==> config.mk <==
export PLATFORM = sky130hd
export DESIGN_NAME = mru_type_list_core
export DESIGN_NICKNAME = d
export VERILOG_FILES = /design/src/rtl/core/mtl_pkg.sv /design/src/rtl/core/mru_type_list_core.sv /design/src/rtl/core/mtl_store.sv /design/src/rtl/core/mtl_ctrl.sv
export VERILOG_INCLUDE_DIRS = /design/src /design/src/rtl/core
export SDC_FILE = /design/constraint.sdc
export NUM_CORES = 1
export LEC_CHECK = 0
export CAP_MARGIN = 10
export CORE_MARGIN = 2
export CORE_UTILIZATION = 40
export DETAILED_ROUTE_END_ITERATION = 6
export DONT_BUFFER_PORTS = 1
export HOLD_SLACK_MARGIN = 0.05
export PLACE_DENSITY = 0.63
export SYNTH_ARGS = -nofsm -noshare
export SYNTH_HDL_FRONTEND = slang
export SYNTH_SLANG_ARGS = --single-unit
export TNS_END_PERCENT = 1
==> constraint.sdc <==
create_clock -name clk -period 4.1 [get_ports clk]
set_clock_uncertainty 0.2 [all_clocks]
set_input_delay 0.82 -clock clk [delete_from_list [all_inputs] [get_ports clk]]
set_output_delay 0.82 -clock clk [all_outputs]
set_load 0.05 [all_outputs]
==> src/rtl/core/mru_type_list_core_macros.svh <==
// Assertion macros for the MRU type list core.
// The checks sample on clk and are disabled while rst_n is low.
`ifndef MRU_TYPE_LIST_CORE_MACROS_SVH
`define MRU_TYPE_LIST_CORE_MACROS_SVH

`ifndef SYNTHESIS
`define MTL_ASSERT(lbl, prop, msg) \
  lbl: assert property (@(posedge clk) disable iff (!rst_n) prop) else $error(msg);
`define MTL_ASSERT_IMPL(lbl, pre, post, msg) \
  lbl: assert property (@(posedge clk) disable iff (!rst_n) pre |-> post) else $error(msg);
`else
`define MTL_ASSERT(lbl, prop, msg)
`define MTL_ASSERT_IMPL(lbl, pre, post, msg)
`endif

`endif

==> src/rtl/core/mtl_pkg.sv <==
package mtl_pkg;

  localparam int LIST_DEPTH = 32;
  localparam int TYPE_LIMIT = 64;

  localparam int IDX_W = $clog2(LIST_DEPTH);
  localparam int CNT_W = $clog2(LIST_DEPTH + 1);

  localparam logic [1:0] MODE_TOUCH  = 2'd0;
  localparam logic [1:0] MODE_DELETE = 2'd1;
  localparam logic [1:0] MODE_READ   = 2'd2;

  localparam logic [1:0] STATUS_OK    = 2'd0;
  localparam logic [1:0] STATUS_RANGE = 2'd1;
  localparam logic [1:0] STATUS_EMPTY = 2'd2;

  typedef struct packed {
    logic [1:0] mode;
    logic [7:0] item_type;
    logic [4:0] position;
  } in_t;

  typedef struct packed {
    logic [1:0] status;
    logic       was_present;
    logic       evicted_valid;
    logic [7:0] evicted_type;
    logic [7:0] read_type;
    logic [5:0] entry_total;
    logic       changed;
  } out_t;

  // one write per cycle into the entry store
  typedef struct packed {
    logic             we;
    logic [IDX_W-1:0] addr;
    logic [7:0]       data;
  } wr_t;

endpackage

==> src/rtl/core/mru_type_list_core.sv <==
// MRU type list core: keeps a most-recently-used list of distinct type codes.
// Input channel: present in_req and raise start; the transaction is taken on a
// clock edge where start is high and busy is low. busy stays high until the
// result has been produced.
// mode touch moves a present type to the front or inserts an absent one
// (dropping the tail when the list is full), delete removes a type and closes
// the gap, read returns the entry at in_req.position (zero beyond the count).
// Result channel: out_res is valid for exactly one cycle with out_valid high.
// The receiver cannot stall, so it must take the result in that cycle.
// One compare unit walks the list one entry per cycle, then the entries that
// must move (in front of the hit or insert point for touch, behind the hit for
// delete) are moved one per cycle through the single store write port. A read,
// a refused or an unused-mode transaction passes only the done state and the
// output register; touch and delete also pass the search and move states,
// longest for an insert into a full list or a touch that hits the last entry.
// A new transaction can be accepted at the edge that takes the result, so the
// block works on one transaction at a time.
// Reset (rst_n low, synchronous) empties the list; no result is pending after.
module mru_type_list_core
  import mtl_pkg::*;
(
  input  logic clk,
  input  logic rst_n,
  input  logic start,
  output logic busy,
  input  in_t  in_req,
  output logic out_valid,
  output out_t out_res
);

  wr_t              wr;
  logic [IDX_W-1:0] raddr;
  logic [7:0]       rdata;
  logic             done;
  out_t             res;

  logic out_valid_r;
  out_t out_res_r;

  mtl_store u_store (
    .clk   (clk),
    .wr    (wr),
    .raddr (raddr),
    .rdata (rdata)
  );

  mtl_ctrl u_ctrl (
    .clk    (clk),
    .rst_n  (rst_n),
    .start  (start),
    .in_req (in_req),
    .busy   (busy),
    .wr     (wr),
    .raddr  (raddr),
    .rdata  (rdata),
    .done   (done),
    .res    (res)
  );

  always_ff @(posedge clk) begin
    if (!rst_n) begin
      out_valid_r <= 1'b0;
    end else begin
      out_valid_r <= done;
    end
    if (done) begin
      out_res_r <= res;
    end
  end

  assign out_valid = out_valid_r;
  assign out_res   = out_res_r;

endmodule

==> src/rtl/core/mtl_store.sv <==
module mtl_store
  import mtl_pkg::*;
(
  input  logic             clk,
  input  wr_t              wr,
  input  logic [IDX_W-1:0] raddr,
  output logic [7:0]       rdata
);

  logic [7:0] entries_r [LIST_DEPTH];

  // slots at or beyond the count are never read as data, so no reset
  always_ff @(posedge clk) begin
    if (wr.we) begin
      entries_r[wr.addr] <= wr.data;
    end
  end

  assign rdata = entries_r[raddr];

endmodule

==> src/rtl/core/mtl_ctrl.sv <==
`include "mru_type_list_core_macros.svh"

module mtl_ctrl
  import mtl_pkg::*;
(
  input  logic             clk,
  input  logic             rst_n,
  input  logic             start,
  input  in_t              in_req,
  output logic             busy,
  output wr_t              wr,
  output logic [IDX_W-1:0] raddr,
  input  logic [7:0]       rdata,
  output logic             done,
  output out_t             res
);

  typedef enum logic [2:0] {
    ST_IDLE,
    ST_SEARCH,
    ST_SHIFT,
    ST_FRONT,
    ST_FSHIFT,
    ST_CLEAR,
    ST_DONE
  } state_t;

  state_t           state_r, state_nxt;
  in_t              req_r, req_nxt;
  out_t             res_r, res_nxt;
  logic [CNT_W-1:0] cnt_r, cnt_nxt;
  logic [IDX_W-1:0] idx_r, idx_nxt;
  logic [IDX_W-1:0] sh_r, sh_nxt;

  logic in_oor;
  logic req_oor;
  logic hit;
  logic last;

  assign in_oor  = (9'(in_req.item_type) >= 9'(TYPE_LIMIT));
  assign req_oor = (9'(req_r.item_type) >= 9'(TYPE_LIMIT));
  // shared compare unit: one stored entry against the requested type per cycle
  assign hit  = (rdata == req_r.item_type);
  assign last = ((CNT_W'(idx_r) + CNT_W'(1)) == cnt_r);

  always_comb begin
    state_nxt = state_r;
    req_nxt   = req_r;
    res_nxt   = res_r;
    cnt_nxt   = cnt_r;
    idx_nxt   = idx_r;
    sh_nxt    = sh_r;
    wr        = '0;
    raddr     = idx_r;
    done      = 1'b0;
    res       = res_r;
    case (state_r)
      ST_IDLE: begin
        raddr = IDX_W'(in_req.position);
        if (start) begin
          req_nxt = in_req;
          res_nxt = '0;
          idx_nxt = '0;
          case (in_req.mode)
            MODE_TOUCH: begin
              if (in_oor) begin
                res_nxt.status = STATUS_RANGE;
                state_nxt      = ST_DONE;
              end else if (cnt_r == '0) begin
                res_nxt.changed = 1'b1;
                cnt_nxt         = CNT_W'(1);
                state_nxt       = ST_FRONT;
              end else begin
                state_nxt = ST_SEARCH;
              end
            end
            MODE_DELETE: begin
              if (in_oor) begin
                res_nxt.status = STATUS_RANGE;
                state_nxt      = ST_DONE;
              end else if (cnt_r == '0) begin
                res_nxt.status = STATUS_EMPTY;
                state_nxt      = ST_DONE;
              end else begin
                state_nxt = ST_SEARCH;
              end
            end
            MODE_READ: begin
              if (32'(in_req.position) < 32'(cnt_r)) begin
                res_nxt.read_type = rdata;
              end
              state_nxt = ST_DONE;
            end
            default: begin
              state_nxt = ST_DONE;
            end
          endcase
        end
      end
      ST_SEARCH: begin
        raddr = idx_r;
        if (hit) begin
          res_nxt.was_present = 1'b1;
          sh_nxt              = idx_r;
          if (req_r.mode == MODE_DELETE) begin
            res_nxt.changed = 1'b1;
            state_nxt       = last ? ST_CLEAR : ST_FSHIFT;
          end else if (idx_r == '0) begin
            state_nxt = ST_DONE;
          end else begin
            res_nxt.changed = 1'b1;
            state_nxt       = ST_SHIFT;
          end
        end else if (last) begin
          if (req_r.mode == MODE_DELETE) begin
            state_nxt = ST_DONE;
          end else begin
            res_nxt.changed = 1'b1;
            state_nxt       = ST_SHIFT;
            if (cnt_r == CNT_W'(LIST_DEPTH)) begin
              // full list: the tail entry read on this last compare falls off
              res_nxt.evicted_valid = 1'b1;
              res_nxt.evicted_type  = rdata;
              sh_nxt                = IDX_W'(LIST_DEPTH - 1);
            end else begin
              sh_nxt  = IDX_W'(cnt_r);
              cnt_nxt = cnt_r + CNT_W'(1);
            end
          end
        end else begin
          idx_nxt = idx_r + IDX_W'(1);
        end
      end
      ST_SHIFT: begin
        raddr = sh_r - IDX_W'(1);
        wr    = '{we: 1'b1, addr: sh_r, data: rdata};
        if (sh_r == IDX_W'(1)) begin
          state_nxt = ST_FRONT;
        end else begin
          sh_nxt = sh_r - IDX_W'(1);
        end
      end
      ST_FRONT: begin
        wr        = '{we: 1'b1, addr: '0, data: req_r.item_type};
        state_nxt = ST_DONE;
      end
      ST_FSHIFT: begin
        raddr  = sh_r + IDX_W'(1);
        wr     = '{we: 1'b1, addr: sh_r, data: rdata};
        sh_nxt = sh_r + IDX_W'(1);
        if ((CNT_W'(sh_r) + CNT_W'(2)) >= cnt_r) begin
          state_nxt = ST_CLEAR;
        end
      end
      ST_CLEAR: begin
        // sh_r sits on the old tail here
        wr        = '{we: 1'b1, addr: sh_r, data: 8'd0};
        cnt_nxt   = cnt_r - CNT_W'(1);
        state_nxt = ST_DONE;
      end
      ST_DONE: begin
        done            = 1'b1;
        res.entry_total = 6'(cnt_r);
        state_nxt       = ST_IDLE;
      end
      default: begin
        state_nxt = ST_IDLE;
      end
    endcase
  end

  assign busy = (state_r != ST_IDLE);

  always_ff @(posedge clk) begin
    if (!rst_n) begin
      state_r <= ST_IDLE;
      cnt_r   <= '0;
    end else begin
      state_r <= state_nxt;
      cnt_r   <= cnt_nxt;
    end
    req_r <= req_nxt;
    res_r <= res_nxt;
    idx_r <= idx_nxt;
    sh_r  <= sh_nxt;
  end

  `MTL_ASSERT(a_cnt_bound, (32'(cnt_r) <= LIST_DEPTH), "entry count above list depth")
  `MTL_ASSERT_IMPL(a_search_idx, (state_r == ST_SEARCH), (CNT_W'(idx_r) < cnt_r), "search past count")
  `MTL_ASSERT_IMPL(a_evict_full, (done && res.evicted_valid), (cnt_r == CNT_W'(LIST_DEPTH)), "eviction from a list that is not full")
  `MTL_ASSERT_IMPL(a_range_nochg, (done && (res.status != STATUS_OK)), (!res.changed && !req_oor == (res.status == STATUS_EMPTY)), "refused transaction marked as change")

endmodule
==> impl_metrics.toml, run 1 <==
[setup_path]
path_class = "reg -> reg"
worstPathArrival_ns = 4.42
critical_path.max_stage_delay_ns = 0.47
crit_family = "compound AO/OA/AOI/OAI gates"
crit_path_max_fanout = 7
rrSetupSlack_ns = -0.26
crit_buf_inv = 7
worstPathCellList = "inv_2 -> ha_4 -> a22o_4 -> a221oi_4 -> buf_12 -> buf_12 -> buf_8 -> buf_6 -> a21oi_2 -> a221oi_2 -> nor2_2 -> a211o_1 -> nand3_1 -> nand4b_1 -> nor4_4 -> buf_4 -> clkbuf_16 -> nor2b_4 -> o32ai_1"
crit_top_cell = "buf_12"
worstSetupStartpointType = "register"
crit_path_end_kind = "register"
cp_slowest_cell = "edfxtp_1"
required_ns = 4.16

[floorplan]
core_area_mm2 = 0.0365
row_count = 70
die_y_um = 196
die_area_mm2 = 0.0385
initial_core_util_pct = 40.4
io_pins = 47
die_w_um = 196

[detailed_routing]
drt_iter0_drc = 860
drt-pass1-iter-count = 5
post_drt_wl_per_cell_um = 21.9
drc = 0
wl_um = 40000
avgViaCountPerCell = 5.65
vias = 10346
final_antenna_net_count = 0

[synth]
syn_nets = 1217
synthDistinctLibCells = 67
ys_async_sr_fraction_pct = 0
ys.warnings.count = 0
ys_ff_latch = 334
synth_cells = 1176
seq_area_frac_synth_pct = 67.3
synth_edf_count = 324
syn_area_mm2 = 0.0148
syn_area_per_cell_um2 = 12.6
synth-main-ff-cell = "edfxtp_1"

[placed_design]
place_hpwl_um = 24800
gp_congestion = 0.868
io_buffer_count = 0
dpl_cell_area_mm2 = 0.0166

[run]
cap_violations = 0

[clock_network]
cts_root_buffer = "clkbuf_16"
clockBufferDepth = 3
clk_latency_ns = 0.54
cts.reportedPaths.clkPinSlew_ns = 0.06
htreeDepth = 2
cts_buffers = 35
cts_tree = "yes"
cts.sinks = 334

[finish]
final_core_util_pct = 51.5
multi_input_area_mm2 = 0.00507
post-route-cell-area_mm2 = 0.0188
antennaDiodeCount = 0
seq_area_mm2 = 0.00993
final_nets = 1377
drive_above_1_share_pct = 29.1
final_common_cell = "edfxtp_1"
area_growth_syn_to_layout_pct = 27.5
n_fill_cell = 3010
mostFrequentLayoutCells = "324 x edfxtp_1, 160 x nand2_1, 158 x buf_4"

[timing]
setup_tns_ns = -7.50
worst_pin_slew_ns = 0.950
period_minus_slack_ns = 4.36
fmax_mhz = 229
fin_ws_ns = -0.259
finalCritPeriodShare_pct = 106
final-setup-viol-count = 35
hold_viol_final = 0
drv_slew = 0
rsz0062_at_grt = "true"
relSlewSlack_pct = 36.4
holdWs_ns = 0.178

[global_route]
grt_pass1_wl_um = 57000
grt_start_max_net_pins = 48
globalRouteOverflowTotal = 0
grt_pass1_vias = 9804
grt_usage_pct = 19.5
antenna_found_initial = 0

[outcome]
status = "complete, but fails checks"
violations = "setup timing"

[min_path]
min_path_type = "in -> reg"
-- timing repair --
action | 4_1_cts | 5_1_grt
pin swaps | 2 | 63
endpoints found under the setup margin | 35 | 248
hold buffers | 0 | 0
resized for setup | 9 | 148
hold endpoints to repair | 0 | 0
setup buffers | 1 | 18
gates cloned | 0 | 7
-- final cells by class --
cell class,instances,share of cell area [%]
Sequential cell,334,52.8
Multi-Input combinational cell,743,26.9
Timing Repair Buffer,207,11.1
Clock buffer,43,4.92
Tap cell,468,3.11
Clock inverter,20,0.930
Inverter,15,0.299
-- kinds of logic (layout without fill, tap and decap cells) --
group                      Yosys count  count (layout)  synth area share (%)
adders and majority gates           23              23                  2.00
DFF                                334             334                  67.3
xor gates and xnor gates            15              15                 0.890
muxes                                5               5                 0.339
and+or+nand+nor                    399             399                  12.3
buffers and inverters               99             285                  3.41
AOI/OAI and AO/OA                  301             301                  13.8
-- synth_stat cells, drive strengths merged, types with 9 or more instances --
library cell	n	area (um^2)
a21oi	148	741
nand2b	11	68.8
a221oi	61	552
ha	22	275
a211o	10	87.6
o21ai	12	63.8
and2	18	113
nor2b	10	62.6
inv	14	52.6
dfxtp	10	200
nor3	26	130
nand2	160	601
buf	50	319
nand3	22	120
nor2	111	417
a211oi	14	110
clkbuf	34	128
xnor2	9	78.8
edfxtp	324	9730
o22ai	10	68.8
-- layer usage --
metal	track usage, %	share of wire, %	vias up
li1	-	-	4760
met1	25.5	41	5085
met2	32.7	48	408
met3	3.42	6.8	93
met4	6.87	3.8	0
met5	0	0	-
-- metrics by stage --
stage | std cells | setup WS [ns]
after floorplan | 1176 | -0.327
after global placement | 1742 | -0.267
after detailed placement | 1742 | -0.399
after CTS | 1806 | -0.335
after global routing | 1830 | -0.347
final | 1830 | -0.259
-- final timing paths --
check,from,endpoint,cells past startpoint
max,u_ctrl.sh_r[0],u_ctrl.sh_r[2],19
min,in_req[6],u_ctrl.req_r[6],0
max reg2reg,u_ctrl.sh_r[0],u_ctrl.sh_r[2],19
min reg2reg,u_ctrl.res[19],out_res[19],0
-- registers in the layout (all words and copies together), names as in the netlist --
signal,count
u_store.entries_r,256
out_res,27
u_ctrl.res,21
u_ctrl.req_r,10
u_ctrl.cnt_r,6
u_ctrl.idx_r,5
u_ctrl.sh_r,5
u_ctrl.state_r,3
out_valid,1
Power of run 1 is left out: the tool's default activity adds up to more than one toggle a clock period on the data nets, which glitch-free logic cannot reach.
==> run 2: changes to the inputs <==
Settings changed: CORE_MARGIN 2 to default, PLACE_DENSITY 0.63 to 0.61.
Clock period 4.1 ns to 4.11 ns, I/O delays scaled along.
==> run 2 against run 1 <==
  * The run still ends with setup timing left
  * Clock-buffer cell count fell by 2
  * First-iteration DRC count decreased by 1.3%
  * Worst hold slack better by 0.017 ns
  * Final area decreased by 1.2%
  * Global-route usage rose by 0.10 points
  * Maximum frequency grew 1.1%
  * Critical endpoint is now u_ctrl.sh_r[3]
==> impl_metrics.toml, run 2 (synthesis results as in run 1) <==
[outcome]
status = "complete, but fails checks"
violations = "setup timing"

[run]
cap_violations = 0

[timing]
finalCritPeriodShare_pct = 105
relSlewSlack_pct = 37.2
worst_pin_slew_ns = 0.939
period_minus_slack_ns = 4.31
final-setup-viol-count = 34
rsz0062_at_grt = "true"
drv_slew = 0
fin_ws_ns = -0.203
hold_viol_final = 0
fmax_mhz = 232

[finish]
post-route-cell-area_mm2 = 0.0186
final_nets = 1359
mostFrequentLayoutCells = "324 x edfxtp_1, 159 x nand2_1, 141 x buf_4"
drive_above_1_share_pct = 27.3
final_cells = 1811
n_fill_cell = 3007
final_common_cell = "edfxtp_1"
top_register = "u_store.entries_r"
area_growth_syn_to_layout_pct = 25.9
largest_register_ffs = 256

[clock_network]
cts_root_buffer = "clkbuf_16"
cts_buffers = 37
cts.sinks = 334
clk_latency_ns = 0.53
holdBufCountCts = 0
htreeDepth = 2
clockBufferDepth = 3
cts.reportedPaths.clkPinSlew_ns = 0.06
cts_tree = "yes"

[setup_path]
crit_start = "u_ctrl.sh_r[1]"
path_class = "reg -> reg"
worstPathArrival_ns = 4.44
r2r-end = "u_ctrl.sh_r[3]"
reg2regPathDepth = 19
r2r-start = "u_ctrl.sh_r[1]"
worstSetupStartpointType = "register"
rrSetupSlack_ns = -0.20
crit_path_end_kind = "register"
crit_path_max_fanout = 8
required_ns = 4.24
critical_path.endpoint = "u_ctrl.sh_r[3]"

[placed_design]
dp.cells = 1727
dpl_cell_area_mm2 = 0.0165
gp_congestion = 0.875
io_buffer_count = 0
place_hpwl_um = 24200

[detailed_routing]
wl_um = 38800
drt_iter0_drc = 849
avgViaCountPerCell = 5.64
post_drt_wl_per_cell_um = 21.4
drt-pass1-iter-count = 5
drc = 0
final_antenna_net_count = 0
vias = 10210

[global_route]
globalRouteOverflowTotal = 0
antenna_found_initial = 0
grt_start_max_net_pins = 55
grt_usage_pct = 19.6
grt_pass1_wl_um = 56500
grt_pass1_vias = 9651

[floorplan]
row_count = 70
initial_core_util_pct = 40.5
core_area_mm2 = 0.0364
io_pins = 47
die_y_um = 194
die_area_mm2 = 0.0377
die_w_um = 194

[min_path]
min_path_type = "in -> reg"
[run 2: cell types whose count changed in the layout (fill, tap and decap cells not counted), sizes merged]
| cell | before | now |
|---|---|---|
| bufinv | 2 | 3 |
| diode | 0 | 1 |
| inv | 15 | 16 |
| buf | 200 | 182 |
| clkbuf | 50 | 46 |
[run 2: worst max-delay path: stages, from the launching register on]
cell and delay [ns]:
edfxtp_1 0.45, inv_2 0.12, ha_4 0.22, a22o_4 0.23, a221oi_4 0.31, buf_4 0.19
buf_12 0.15, buf_8 0.13, a21oi_1 0.05, a221oi_2 0.32, nor3_2 0.09, a211o_1 0.34
nand3_1 0.12, nand4b_2 0.14, nor4_4 0.38, buf_12 0.18, buf_8 0.11, buf_6 0.10
nor3_1 0.04, o31ai_1 0.24
[run 2: cell type report]
cell class	count	area [um^2]	share of cell area (%)
flip-flops and latches	334	9930	53.4
multi-input cells	743	4990	26.9
repair buffers	187	1890	10.2
clock buffers	41	941	5.06
well taps	468	586	3.15
clock inverters	22	194	1.04
inverters	15	56.3	0.303
diodes	1	2.50	0.0135
[run 2: worst min path at each step]
stage,from,end,cells past startpoint
5_1_grt,in_req[7],u_ctrl.req_r[7],0
3_3_place_gp,u_ctrl.res[26],out_res[26],0
6_report,in_req[5],u_ctrl.req_r[5],0
4_1_cts,in_req[5],u_ctrl.req_r[5],0
2_1_floorplan,u_ctrl.res[0],out_res[0],0
3_5_place_dp,u_ctrl.res[13],out_res[13],0
[run 2: routing by layer]
metal / wire (um) / track usage [%] / part of all wire (%) / vias to the layer above
li1: - / - / - / 4734
met1: 16600 / 26.7 / 43 / 5068
met2: 18800 / 31.8 / 48 / 342
met3: 2510 / 3.20 / 6.5 / 66
met4: 912 / 6.47 / 2.3 / 0
met5: 0 / 0 / 0 / -
[run 2: through the flow]
stage	worst slack, ns	hold slack (ns)	setup TNS, ns	util (%)
2_1_floorplan	-0.317	0.200	-58.06	-
3_3_place_gp	-0.352	0.204	-9.05	45.4
3_5_place_dp	-0.357	0.205	-10.15	45.4
4_1_cts	-0.0510	0.178	-0.775	49.3
5_1_grt	-0.289	0.179	-7.51	51.0
6_report	-0.203	0.195	-3.61	51.0
[run 2: timing repair]
action / in CTS / in global routing
cloned: 1 / 7
pin swaps: 7 / 49
setup buffers: 2 / 12
gates resized for setup: 45 / 88
endpoints found under the setup margin: 35 / 35
Power of run 2 is left out for the same reason.
